==> src/shd_pkg.sv <==
`default_nettype none
package shd_pkg;

  localparam int unsigned DAY_W   = 5;
  localparam int unsigned MONTH_W = 4;
  localparam int unsigned YEAR_W  = 14;
  localparam int unsigned COUNT_W = 22;
  localparam int unsigned ORDER_W = 2;

  // absolute day number of any 14-bit year fits in 23 bits
  localparam int unsigned DAYNUM_W = 23;
  // quotient of year by the cycle length
  localparam int unsigned QUOT_W   = 9;
  localparam int unsigned REM_W    = 6;
  localparam int unsigned PROD_W   = 25;

  localparam int unsigned CYCLE_YEARS     = 33;
  localparam int unsigned LEAPS_PER_CYCLE = 8;
  localparam int unsigned YEAR_DAYS       = 365;

  // floor(y / 33) == (y * 1986) >> 16 holds for every 14-bit year
  localparam logic [PROD_W-1:0] QMUL   = PROD_W'(1986);
  localparam int unsigned       QSHIFT = 16;

  localparam logic [COUNT_W-1:0] COUNT_MAX = {COUNT_W{1'b1}};

  localparam logic [ORDER_W-1:0] ORD_EARLIER = 2'd0;
  localparam logic [ORDER_W-1:0] ORD_EQUAL   = 2'd1;
  localparam logic [ORDER_W-1:0] ORD_LATER   = 2'd2;

  typedef struct packed {
    logic [DAY_W-1:0]   day;
    logic [MONTH_W-1:0] month;
    logic [YEAR_W-1:0]  year;
  } date_t;

  // classified item handed from front to back
  typedef struct packed {
    logic                err;
    logic [DAYNUM_W-1:0] n1;
    logic [DAYNUM_W-1:0] n2;
  } rec_t;

  function automatic logic leap_of(input logic [REM_W-1:0] r);
    logic res;
    case (r)
      6'd1, 6'd5, 6'd9, 6'd13, 6'd17, 6'd22, 6'd26, 6'd30: res = 1'b1;
      default: res = 1'b0;
    endcase
    return res;
  endfunction

  // leap years in the cycle before position r
  function automatic logic [3:0] cum_leaps(input logic [REM_W-1:0] r);
    logic [3:0] c;
    c = 4'(r > 6'd1) + 4'(r > 6'd5) + 4'(r > 6'd9) + 4'(r > 6'd13)
      + 4'(r > 6'd17) + 4'(r > 6'd22) + 4'(r > 6'd26) + 4'(r > 6'd30);
    return c;
  endfunction

  // days before the first of month m (valid months only)
  function automatic logic [8:0] month_offset(input logic [MONTH_W-1:0] m);
    logic [8:0] off;
    if (m <= 4'd7) begin
      off = 9'(m - 4'd1) * 9'd31;
    end else begin
      off = 9'd186 + 9'(m - 4'd7) * 9'd30;
    end
    return off;
  endfunction

  function automatic logic [DAY_W-1:0] month_len(input logic [MONTH_W-1:0] m,
                                                 input logic leap);
    logic [DAY_W-1:0] len;
    if (m <= 4'd6) begin
      len = 5'd31;
    end else if (m <= 4'd11) begin
      len = 5'd30;
    end else begin
      len = leap ? 5'd30 : 5'd29;
    end
    return len;
  endfunction

endpackage
`default_nettype wire

==> src/solar_hijri_day_span_top.sv <==
// inclusive day span between two solar hijri dates
//
// input channel: in_valid_i / in_ready_o with both dates as separate ports;
// an item transfers on a rising edge with valid and ready both high
// output channel: out_valid_o / out_ready_i with day_count_o, order_o and
// date_error_o; one result per input item, in input order
//
// the front sequencer (capture, divide year by 33, build day numbers) holds
// one item at a time and takes no new item until it has pushed the last one
// into the queue; the day count is a difference of absolute day numbers
//
// a queue of QUEUE_DEPTH entries sits between front and back, so the front
// keeps accepting while the back holds a result the receiver has not taken;
// when the receiver stalls the queue fills and in_ready_o then drops
//
// reset: queue and output register are empty, in_ready_o is high right away
`default_nettype none
module solar_hijri_day_span_top import shd_pkg::*; #(
  parameter int unsigned QUEUE_DEPTH = 2
) (
  input  wire logic               clk_i,
  input  wire logic               rst_ni,
  input  wire logic               in_valid_i,
  output logic                    in_ready_o,
  input  wire logic [DAY_W-1:0]   first_day_i,
  input  wire logic [MONTH_W-1:0] first_month_i,
  input  wire logic [YEAR_W-1:0]  first_year_i,
  input  wire logic [DAY_W-1:0]   second_day_i,
  input  wire logic [MONTH_W-1:0] second_month_i,
  input  wire logic [YEAR_W-1:0]  second_year_i,
  output logic                    out_valid_o,
  input  wire logic               out_ready_i,
  output logic [COUNT_W-1:0]      day_count_o,
  output logic [ORDER_W-1:0]      order_o,
  output logic                    date_error_o
);

  // front to queue
  logic push;
  rec_t push_rec;
  logic full;

  // queue to back
  logic q_valid;
  rec_t q_rec;
  logic pop;

  // validates both dates and turns them into day numbers
  shd_front u_front (
    .clk_i         (clk_i),
    .rst_ni        (rst_ni),
    .in_valid_i    (in_valid_i),
    .in_ready_o    (in_ready_o),
    .first_day_i   (first_day_i),
    .first_month_i (first_month_i),
    .first_year_i  (first_year_i),
    .second_day_i  (second_day_i),
    .second_month_i(second_month_i),
    .second_year_i (second_year_i),
    .push_o        (push),
    .rec_o         (push_rec),
    .full_i        (full)
  );

  // decouples front from a stalled receiver
  shd_fifo #(.DEPTH(QUEUE_DEPTH)) u_fifo (
    .clk_i  (clk_i),
    .rst_ni (rst_ni),
    .push_i (push),
    .rec_i  (push_rec),
    .full_o (full),
    .valid_o(q_valid),
    .rec_o  (q_rec),
    .pop_i  (pop)
  );

  // order, span and saturation into the output register
  shd_back u_back (
    .clk_i       (clk_i),
    .rst_ni      (rst_ni),
    .valid_i     (q_valid),
    .rec_i       (q_rec),
    .pop_o       (pop),
    .out_valid_o (out_valid_o),
    .out_ready_i (out_ready_i),
    .day_count_o (day_count_o),
    .order_o     (order_o),
    .date_error_o(date_error_o)
  );

`ifndef SYNTH
  // an error result carries zero count and zero order
  a_err_zero: assert property (@(posedge clk_i) disable iff (!rst_ni)
    (out_valid_o && date_error_o) |-> (day_count_o == '0 && order_o == ORD_EARLIER))
    else $error("error result with nonzero fields");

  // a good result always counts at least one day
  a_count_nonzero: assert property (@(posedge clk_i) disable iff (!rst_ni)
    (out_valid_o && !date_error_o) |-> (day_count_o != '0))
    else $error("valid result with zero count");

  // equal dates give exactly one day
  a_equal_one: assert property (@(posedge clk_i) disable iff (!rst_ni)
    (out_valid_o && !date_error_o && order_o == ORD_EQUAL) |-> (day_count_o == COUNT_W'(1)))
    else $error("equal dates without count of one");

  // the front is busy right after a transfer
  a_front_busy: assert property (@(posedge clk_i) disable iff (!rst_ni)
    (in_valid_i && in_ready_o) |=> !in_ready_o)
    else $error("front ready right after transfer");
`endif

endmodule
`default_nettype wire

==> src/shd_front.sv <==
`default_nettype none
module shd_front import shd_pkg::*; (
  input  wire logic               clk_i,
  input  wire logic               rst_ni,
  input  wire logic               in_valid_i,
  output logic                    in_ready_o,
  input  wire logic [DAY_W-1:0]   first_day_i,
  input  wire logic [MONTH_W-1:0] first_month_i,
  input  wire logic [YEAR_W-1:0]  first_year_i,
  input  wire logic [DAY_W-1:0]   second_day_i,
  input  wire logic [MONTH_W-1:0] second_month_i,
  input  wire logic [YEAR_W-1:0]  second_year_i,
  output logic                    push_o,
  output rec_t                    rec_o,
  input  wire logic               full_i
);

  typedef enum logic [1:0] {F_IDLE, F_DIV, F_CALC} state_e;

  typedef struct packed {
    logic                ok;
    logic [DAYNUM_W-1:0] n;
  } info_t;

  state_e             state_q;
  date_t              a_q, b_q;
  logic [QUOT_W-1:0]  qa_q, qb_q;
  logic [QUOT_W-1:0]  qa_d, qb_d;
  info_t              ia, ib;

  function automatic info_t eval_date(input date_t dt, input logic [QUOT_W-1:0] q);
    logic [YEAR_W-1:0] q33;
    logic [REM_W-1:0]  r;
    logic              leap;
    info_t             res;
    q33  = {q, 5'b0} + YEAR_W'(q);
    r    = REM_W'(dt.year - q33);
    leap = leap_of(r);
    res.ok = (dt.month >= 4'd1) && (dt.month <= 4'd12) && (dt.day >= 5'd1)
          && (dt.day <= month_len(dt.month, leap));
    res.n  = DAYNUM_W'(dt.year) * DAYNUM_W'(YEAR_DAYS)
           + DAYNUM_W'({q, 3'b0})
           + DAYNUM_W'(cum_leaps(r))
           + DAYNUM_W'(month_offset(dt.month))
           + DAYNUM_W'(dt.day) - DAYNUM_W'(1);
    return res;
  endfunction

  // year / 33 by reciprocal
  assign qa_d = QUOT_W'((PROD_W'(a_q.year) * QMUL) >> QSHIFT);
  assign qb_d = QUOT_W'((PROD_W'(b_q.year) * QMUL) >> QSHIFT);

  assign ia = eval_date(a_q, qa_q);
  assign ib = eval_date(b_q, qb_q);

  assign in_ready_o = (state_q == F_IDLE);
  assign push_o     = (state_q == F_CALC) && !full_i;
  assign rec_o.err  = !(ia.ok && ib.ok);
  assign rec_o.n1   = ia.n;
  assign rec_o.n2   = ib.n;

  always_ff @(posedge clk_i or negedge rst_ni) begin
    if (!rst_ni) begin
      state_q <= F_IDLE;
    end else begin
      case (state_q)
        F_IDLE: if (in_valid_i) state_q <= F_DIV;
        F_DIV:  state_q <= F_CALC;
        F_CALC: if (!full_i) state_q <= F_IDLE;
        default: state_q <= F_IDLE;
      endcase
    end
  end

  always_ff @(posedge clk_i) begin
    if (in_valid_i && in_ready_o) begin
      a_q <= '{day: first_day_i, month: first_month_i, year: first_year_i};
      b_q <= '{day: second_day_i, month: second_month_i, year: second_year_i};
    end
    if (state_q == F_DIV) begin
      qa_q <= qa_d;
      qb_q <= qb_d;
    end
  end

endmodule
`default_nettype wire

==> src/shd_fifo.sv <==
`default_nettype none
module shd_fifo import shd_pkg::*; #(
  parameter int unsigned DEPTH = 2
) (
  input  wire logic clk_i,
  input  wire logic rst_ni,
  input  wire logic push_i,
  input  wire rec_t rec_i,
  output logic      full_o,
  output logic      valid_o,
  output rec_t      rec_o,
  input  wire logic pop_i
);

  localparam int unsigned PTR_W = $clog2(DEPTH);
  localparam int unsigned CNT_W = $clog2(DEPTH + 1);
  localparam logic [PTR_W-1:0] LAST = PTR_W'(DEPTH - 1);

  rec_t             mem_q [DEPTH];
  logic [PTR_W-1:0] wr_q, rd_q;
  logic [CNT_W-1:0] cnt_q;
  logic             do_push, do_pop;

  assign full_o  = (cnt_q == CNT_W'(DEPTH));
  assign valid_o = (cnt_q != '0);
  assign rec_o   = mem_q[rd_q];
  assign do_push = push_i && !full_o;
  assign do_pop  = pop_i && valid_o;

  always_ff @(posedge clk_i or negedge rst_ni) begin
    if (!rst_ni) begin
      wr_q  <= '0;
      rd_q  <= '0;
      cnt_q <= '0;
    end else begin
      if (do_push) wr_q <= (wr_q == LAST) ? '0 : wr_q + PTR_W'(1);
      if (do_pop)  rd_q <= (rd_q == LAST) ? '0 : rd_q + PTR_W'(1);
      if (do_push && !do_pop) begin
        cnt_q <= cnt_q + CNT_W'(1);
      end else if (do_pop && !do_push) begin
        cnt_q <= cnt_q - CNT_W'(1);
      end
    end
  end

  always_ff @(posedge clk_i) begin
    if (do_push) mem_q[wr_q] <= rec_i;
  end

endmodule
`default_nettype wire

==> src/shd_back.sv <==
`default_nettype none
module shd_back import shd_pkg::*; (
  input  wire logic        clk_i,
  input  wire logic        rst_ni,
  input  wire logic        valid_i,
  input  wire rec_t        rec_i,
  output logic             pop_o,
  output logic             out_valid_o,
  input  wire logic        out_ready_i,
  output logic [COUNT_W-1:0] day_count_o,
  output logic [ORDER_W-1:0] order_o,
  output logic             date_error_o
);

  logic                 out_valid_q;
  logic [COUNT_W-1:0]   count_q, count_d;
  logic [ORDER_W-1:0]   order_q, order_d;
  logic                 err_q;
  logic [DAYNUM_W-1:0]  diff;
  logic [DAYNUM_W:0]    span;

  assign pop_o = valid_i && (!out_valid_q || out_ready_i);

  always_comb begin
    if (rec_i.n1 < rec_i.n2) begin
      order_d = ORD_EARLIER;
      diff    = rec_i.n2 - rec_i.n1;
    end else if (rec_i.n1 == rec_i.n2) begin
      order_d = ORD_EQUAL;
      diff    = '0;
    end else begin
      order_d = ORD_LATER;
      diff    = rec_i.n1 - rec_i.n2;
    end
    span = {1'b0, diff} + (DAYNUM_W+1)'(1);
    if (span > (DAYNUM_W+1)'(COUNT_MAX)) begin
      count_d = COUNT_MAX;
    end else begin
      count_d = COUNT_W'(span);
    end
    // bad date: zero count and order field
    if (rec_i.err) begin
      order_d = ORD_EARLIER;
      count_d = '0;
    end
  end

  always_ff @(posedge clk_i or negedge rst_ni) begin
    if (!rst_ni) begin
      out_valid_q <= 1'b0;
    end else if (pop_o) begin
      out_valid_q <= 1'b1;
    end else if (out_ready_i) begin
      out_valid_q <= 1'b0;
    end
  end

  always_ff @(posedge clk_i) begin
    if (pop_o) begin
      count_q <= count_d;
      order_q <= order_d;
      err_q   <= rec_i.err;
    end
  end

  assign out_valid_o  = out_valid_q;
  assign day_count_o  = count_q;
  assign order_o      = order_q;
  assign date_error_o = err_q;

endmodule
`default_nettype wire
==> config.mk <==
export PLATFORM = sky130hd
export DESIGN_NAME = solar_hijri_day_span_top
export DESIGN_NICKNAME = d
export VERILOG_FILES = /design/src/shd_pkg.sv /design/src/solar_hijri_day_span_top.sv /design/src/shd_front.sv /design/src/shd_fifo.sv /design/src/shd_back.sv
export SDC_FILE = /design/constraint.sdc
export NUM_CORES = 1
export LEC_CHECK = 0
export ABC_AREA = 1
export BUFFER_PORTS_ARGS = -buffer_cell sky130_fd_sc_hd__clkbuf_2
export CAP_MARGIN = 25
export CELL_PAD_IN_SITES_DETAIL_PLACEMENT = 0
export CELL_PAD_IN_SITES_GLOBAL_PLACEMENT = 1
export CORE_UTILIZATION = 40
export CTS_BUF_LIST = sky130_fd_sc_hd__clkbuf_8
export DETAILED_ROUTE_END_ITERATION = 8
export GPL_TIMING_DRIVEN = 0
export PLACE_DENSITY = 0.79
export SLEW_MARGIN = 25
export SYNTH_ARGS = -nofsm -noshare
export SYNTH_HDL_FRONTEND = slang
export SYNTH_SLANG_ARGS = --single-unit
==> constraint.sdc <==
create_clock -name clk_i -period 26.5 [get_ports clk_i]
set_input_delay 2.65 -clock clk_i [delete_from_list [all_inputs] [get_ports clk_i]]
set_output_delay 2.65 -clock clk_i [all_outputs]
set_load 0.005 [all_outputs]
* After elaboration in Yosys (flattened, before gate mapping)
Memory sizes are Yosys's and may differ from the RTL's. Index checks and enable logic that the tools add are counted.
Operators by class: magnitude comparators 32, reductions and logical operators 26, add/sub/neg operators 41, muxes and demuxes 25, equal/unequal tests 6, multipliers 8
Operator list (number):
- 4-bit by 1-bit adder with 4-bit output | 12
- 6-bit by 5-bit > comparator with 1-bit output, second input constant | 8
- 14-bit by 10-bit multiplier with 24-bit output, second input constant | 2
- 23-bit by 12-bit adder with 23-bit output | 2
- 23-bit by 4-bit adder with 23-bit output | 2
- 23-bit by 5-bit adder with 23-bit output | 2
- 23-bit by 9-bit adder with 23-bit output | 2
- 14-bit by 9-bit multiplier with 23-bit output, second input constant | 2
- 23-bit two-way mux | 2
- 23-bit by 1-bit subtractor with 23-bit output, second input constant | 2
- 23-bit subtractor | 2
- 23-bit by 1-bit adder with 24-bit output, second input constant | 1
- 24-bit by 22-bit > comparator with 1-bit output, second input constant | 1
- 6-bit by 4-bit > comparator with 1-bit output, second input constant | 4
- 23-bit == test | 1
- 23-bit < comparator | 1
- 22-bit two-way mux | 1
- 5-bit two-way mux | 4
- 8-bit by 9-bit adder with 9-bit output, first input constant | 2
- 9-bit by 4-bit multiplier with 8-bit output, second input constant | 2
- 9-bit by 5-bit multiplier with 9-bit output, second input constant | 2
- 9-bit two-way mux | 2
- 4-bit by 3-bit <= comparator with 1-bit output, second input constant | 4
- 4-bit <= comparator, second input constant | 4
- 26 further kinds | 71
Storage, ports and cells: bits in read-only memories 64, bits in writable memories 94, logic and storage cells 157, flip-flop bits (word level) 96, memories 3, output and inout bits 27, input port bits 50
Memories:
- u_fifo.mem_q | words 2, width 47, rd ports 1, clocked after Yosys merged registers in 0, wr ports 1, RTL line shd_fifo.sv:19 | rec_t mem_q [DEPTH];
- (name not given) | words 32, width 1, rd ports 1, clocked after Yosys merged registers in 0, wr ports 0, RTL line shd_pkg.sv:46 | case (r)
- (name not given) | words 32, width 1, rd ports 1, clocked after Yosys merged registers in 0, wr ports 0, RTL line shd_pkg.sv:46

* Longest topological paths before layout
depth after elaboration 14, gate-level depth with buffers 44, gate-level depth less buffers 44

* Hierarchy
Synthesis repeated with hierarchy kept, for this count alone.
Unflattened totals: cell total of the unflattened synthesis 3358, area total of the unflattened synthesis 27538.9 um^2
Modules (own cells, without submodules):
- shd_front | area each 18561.6 um^2, times used 1, sequential area each 1971.9 um^2, cells each 2166
- shd_back | area each 5340.1 um^2, times used 1, sequential area each 775.7 um^2, cells each 915
- shd_fifo | area each 3637.2 um^2, times used 1, sequential area each 2922.8 um^2, cells each 277

* Worst setup path before layout
OpenSTA, ideal clock, no wires.
kind reg2reg, start point register u_front.b_q[3] (netlist name), end point memory u_fifo.mem_q[0][22] (netlist name) (data pin), buffers on the path 0, cell stages (with the launch flop) 42, arrival time 8.637 ns, data required time 26.231 ns, path slack 17.594 ns, period minus slack after synthesis 8.906 ns, setup time 0.269 ns, cell sequence edfxtp_1 inv_1 ha_1 inv_1 ha_1 nand2_1 nand2_1 a21oi_1 xnor2_1 inv_1 nor2_1 o21ai_0 fa_1 fa_1 inv_1 fa_1 inv_1 fa_1 [6 not listed] inv_1 fa_1 inv_1 ha_1 inv_1 fa_1 o21ai_0 nand3_1 nand2_1 nand3_1 nand2_1 nand3_1 nand2_1 a21oi_1 o21ai_0 inv_1 o21ai_0 xor2_1
RTL lines:
- from (decl) | RTL line shd_front.sv:26 | date_t a_q, b_q;
- from (signal assigned) | RTL line shd_front.sv:78 | b_q <= '{day: second_day_i, month: second_month_i, year: second_year_i};
- to (decl) | RTL line shd_fifo.sv:19

==> results <==
- Relative to the synthesized area, the layout overhead comes to 7.91%.
- In this design, the stage delay of the slowest critical-path cell is 750 ps.
- The number of slew-limit violations in the final report is 0.
- After clock tree synthesis, the clock-pin slew on the worst setup and hold paths is 110 ps.
- Measured along the x axis, the die boundary spans 260 microns.
- Of the cells placed in the final design, the portion with a size suffix greater than 1 is 8.53%.
- After detailed routing, the average wire length per cell comes to 15.0 microns.
- The number of nets with antenna violations after detailed routing is 0.
- The multi-input combinational cells in the finished layout cover a total of 18200 sq um.
- The number of detailed-routing iterations run before antenna repair is 7.
- The routed via count divided by cell count is 4.72.
- The netlist area before placement is 26600 sq um.
- In this run, distinct cell masters in the synthesized netlist total 55.
- Dividing the final minimum period by the clock period gives 37.4%.
- The library cells used most frequently in the layout, excluding fill and tap cells, are inv_1, nand2_1, ha_1.
- After clock tree synthesis, the setup repair step added 0 buffers.
- Entering global routing, the biggest net connects 24 pins.
- The placement-stage cell area is 28300 sq um.
- The placer's final routability congestion estimate is 0.930.
- The detailed-route via count is 18900.
- The count of buffers added on input and output ports is 76.
- For this design, the CTS-stage hold fixing added 0 buffers.
- The transition time at the pin with the least slew margin is 930 ps.
- The clock passes through at most 2 buffers.
- The pre-CTS worst setup slack is 16490 ps.
- The worst setup path is of the flip-flop to flip-flop kind.
- The synthesized netlist net count is 3742.
- The final layout contains 3849 nets.
- The top fanout value on the critical path is 10.
- For this block, the initial DRC count from the detailed router was 919.
- Static timing analysis puts the maximum clock frequency at 101 MHz.
- Summed over all layers, the routed wires come to 59900 microns.
- The share of flip-flops with an asynchronous set or reset after synthesis is 3.68%.
- The sequential-to-total area share from yosys stat is 21.3%.
- The via count of the first global-routing pass was 19200.
- The die is 260 microns tall.
- Fill cells in the final layout number 6615.
- Across all setup checks in the final design, the least slack found is 16580 ps.
- The Yosys step of the flow raised 0 warnings.
- The CTS tree is built.
- For this run, the total global-route usage over all layers was measured as 18.7%.
- The count of instances resized after the clock tree is built is 0.
- The number of endpoints with negative hold slack in the final report is 0.
- The final non-filler cell area is 28700 sq um.
- The number of standard-cell rows in the floorplan is 94.
- The die covers 67600 sq um.
- The library cell used most frequently in the layout, excluding fill and tap cells, is inv_1.
- The clock skew after layout is 26.6 ps.
- The global-route wire length before repair is 99000 microns.
- Summing all flip-flop and latch instances after layout gives 5670 sq um.
- The tree is rooted in a clkbuf_8.
- The min-delay analysis places its worst path in the category flip-flop to flip-flop.
- Counting flops and latches in the post-synthesis netlist gives 190.
- For this run, design rule violations remaining after detail routing come to 0.
- The worst pin sits at a relative slew slack of 37.4%.
- Data on the critical path arrives at its endpoint at 10320 ps.
- The initial antenna violation count is 1.
- The H-tree was split into 4 levels.
- Clock tree synthesis found a total of 190 sinks.
- The most numerous cell type found on the critical path is inv_1.
- The worst hold margin is 480 ps.
- The worst setup path is launched from a flip-flop.
- The average instance in the mapped netlist occupies 8.85 sq um.
- For this design the top-level I/O count stands at 77.
- The highest-delay cell along the critical path is edfxtp_1.
- The flow ran to the end, and the final reports show no timing, DRC or antenna violations.
- The final setup violation count is 0.
- Buffers inserted during clock tree synthesis total 17.
- The max capacitance violation total is 0.
- The standard cell core area is 65900 sq um.
- The later pin in the worst-skew pair is clocked with a latency of 590 ps.
- The kind of end point of the critical path is a flip-flop.
- The routed design could run at a clock period as short as 9920 ps.
- Detailed placement finished with a half-perimeter wire length of 51500 microns.
- Once the floorplan was initialized, standard cells occupied 40.4% of the core.
- For this run the aggregate overflow at the end of global routing stands at 0.
- After routing, the total negative slack on setup checks comes to 0 ps.
- The gate count after technology mapping is 3010.
- The number of enable flip-flop cells after synthesis is 183.
- Among all flip-flop cells after synthesis, the most frequent one is edfxtp_1.
- The data required time of the critical path is 26900 ps.
- Setup repair after global routing left no endpoint under its margin.
[worst max-delay path: cells and delay by family (launching register included)]
kind | cells | cell delay (ps)
XOR/XNOR | 2 | 470
AND/OR/NAND/NOR | 9 | 930
flip-flops | 1 | 750
AO/OA/AOI/OAI | 6 | 1240
buffers and inverters | 11 | 1130
adder cells (fa/ha/maj) | 13 | 5190
[layout make-up]
class | instances | share of cell area [%]
clock buffers | 18 | 0.862
repair buffers | 88 | 2.00
multi-input cells | 2097 | 63.4
clock inverters | 14 | 0.562
inverters | 696 | 9.10
flip-flops and latches | 190 | 19.7
well taps | 864 | 3.76
plain buffers | 27 | 0.544
diodes | 1 | 0.00871
[through the flow]
step                      std cells  util [%]
after floorplan                3010         -
after global placement         3950      42.6
after detailed placement       3962      43.0
after CTS                      3994      43.6
after global routing           3995      43.6
final                          3995      43.6
[flip-flops by register name, summed over array words and instances, names as in the netlist]
signal / count
u_back.order_o: 2
u_fifo.wr_q: 1
u_front.qa_q: 9
u_front.state_q: 2
u_back.day_count_o: 22
u_fifo.rd_q: 1
u_fifo.cnt_q: 2
u_front.b_q: 23
u_front.qb_q: 9
u_back.out_valid_o: 1
u_back.date_error_o: 1
u_front.a_q: 23
u_fifo.mem_q: 94
[metal layers]
layer | up-vias | track usage, % | part of all wire [%]
met2 | 239 | 32.1 | 48
met3 | 38 | 2.46 | 3.0
li1 | 9671 | - | -
met5 | - | 0 | 0
met1 | 8924 | 25.1 | 47
met4 | 0 | 4.20 | 1.2
[logic make-up (layout without fill, tap and decap cells)]
group,after synthesis,in the layout,synth area share (%)
AND/OR/NAND/NOR,951,951,16.4
AO/OA/AOI/OAI,305,305,6.26
other,0,1,0
XOR/XNOR,157,157,5.16
adder cells (fa/ha/maj),682,682,40.4
multiplexers,2,2,0.0752
buffers and inverters,723,843,10.4
flip-flops,190,190,21.3
[path summary, 6_finish.rpt]
path                                 start             endpoint  slack, ps  cells past startpoint
hold reg to reg            u_fifo.cnt_q[0]      u_fifo.cnt_q[0]        480                      1
max in group asynchronous           rst_ni      u_fifo.cnt_q[0]      24450                      1
setup / recovery            u_front.b_q[3]  u_fifo.mem_q[0][22]      16580                     41
setup reg to reg            u_front.b_q[3]  u_fifo.mem_q[0][22]      16580                     41
hold / removal             u_fifo.cnt_q[0]      u_fifo.cnt_q[0]        480                      1
min in group asynchronous           rst_ni          u_fifo.rd_q       1880                      1
[cells in the mapped netlist (3+ instances only)]
master | n | area [sq um]
o21bai_1 | 13 | 97.6
ha_1 | 386 | 4830
a21o_1 | 4 | 30.0
nor3b_1 | 4 | 30.0
fa_1 | 296 | 5930
nand3_1 | 112 | 561
nor2_2 | 9 | 56.3
buf_2 | 7 | 35.0
nand3_4 | 4 | 70.1
a31oi_1 | 11 | 68.8
nor2_1 | 132 | 495
a211oi_1 | 10 | 75.1
inv_1 | 683 | 2560
dfrtp_1 | 7 | 175
o31ai_1 | 4 | 30.0
buf_6 | 4 | 45.0
nand2_4 | 4 | 45.0
a21oi_1 | 129 | 646
nand2_1 | 520 | 1950
edfxtp_1 | 183 | 5500
inv_2 | 12 | 45.0
nand3_2 | 6 | 60.1
nor2_4 | 8 | 90.1
nand3b_1 | 3 | 22.5
nor3_1 | 11 | 55.1
nor2_8 | 3 | 60.1
clkbuf_1 | 15 | 56.3
nand4_1 | 48 | 300
xnor2_1 | 60 | 526
or2_2 | 55 | 344
xor2_1 | 97 | 850
o21ai_0 | 119 | 596
and2_1 | 4 | 25.0
nand2_2 | 22 | 138
Power is left out: the tool's default activity adds up to more than one toggle a clock period on the data nets, which glitch-free logic cannot reach.
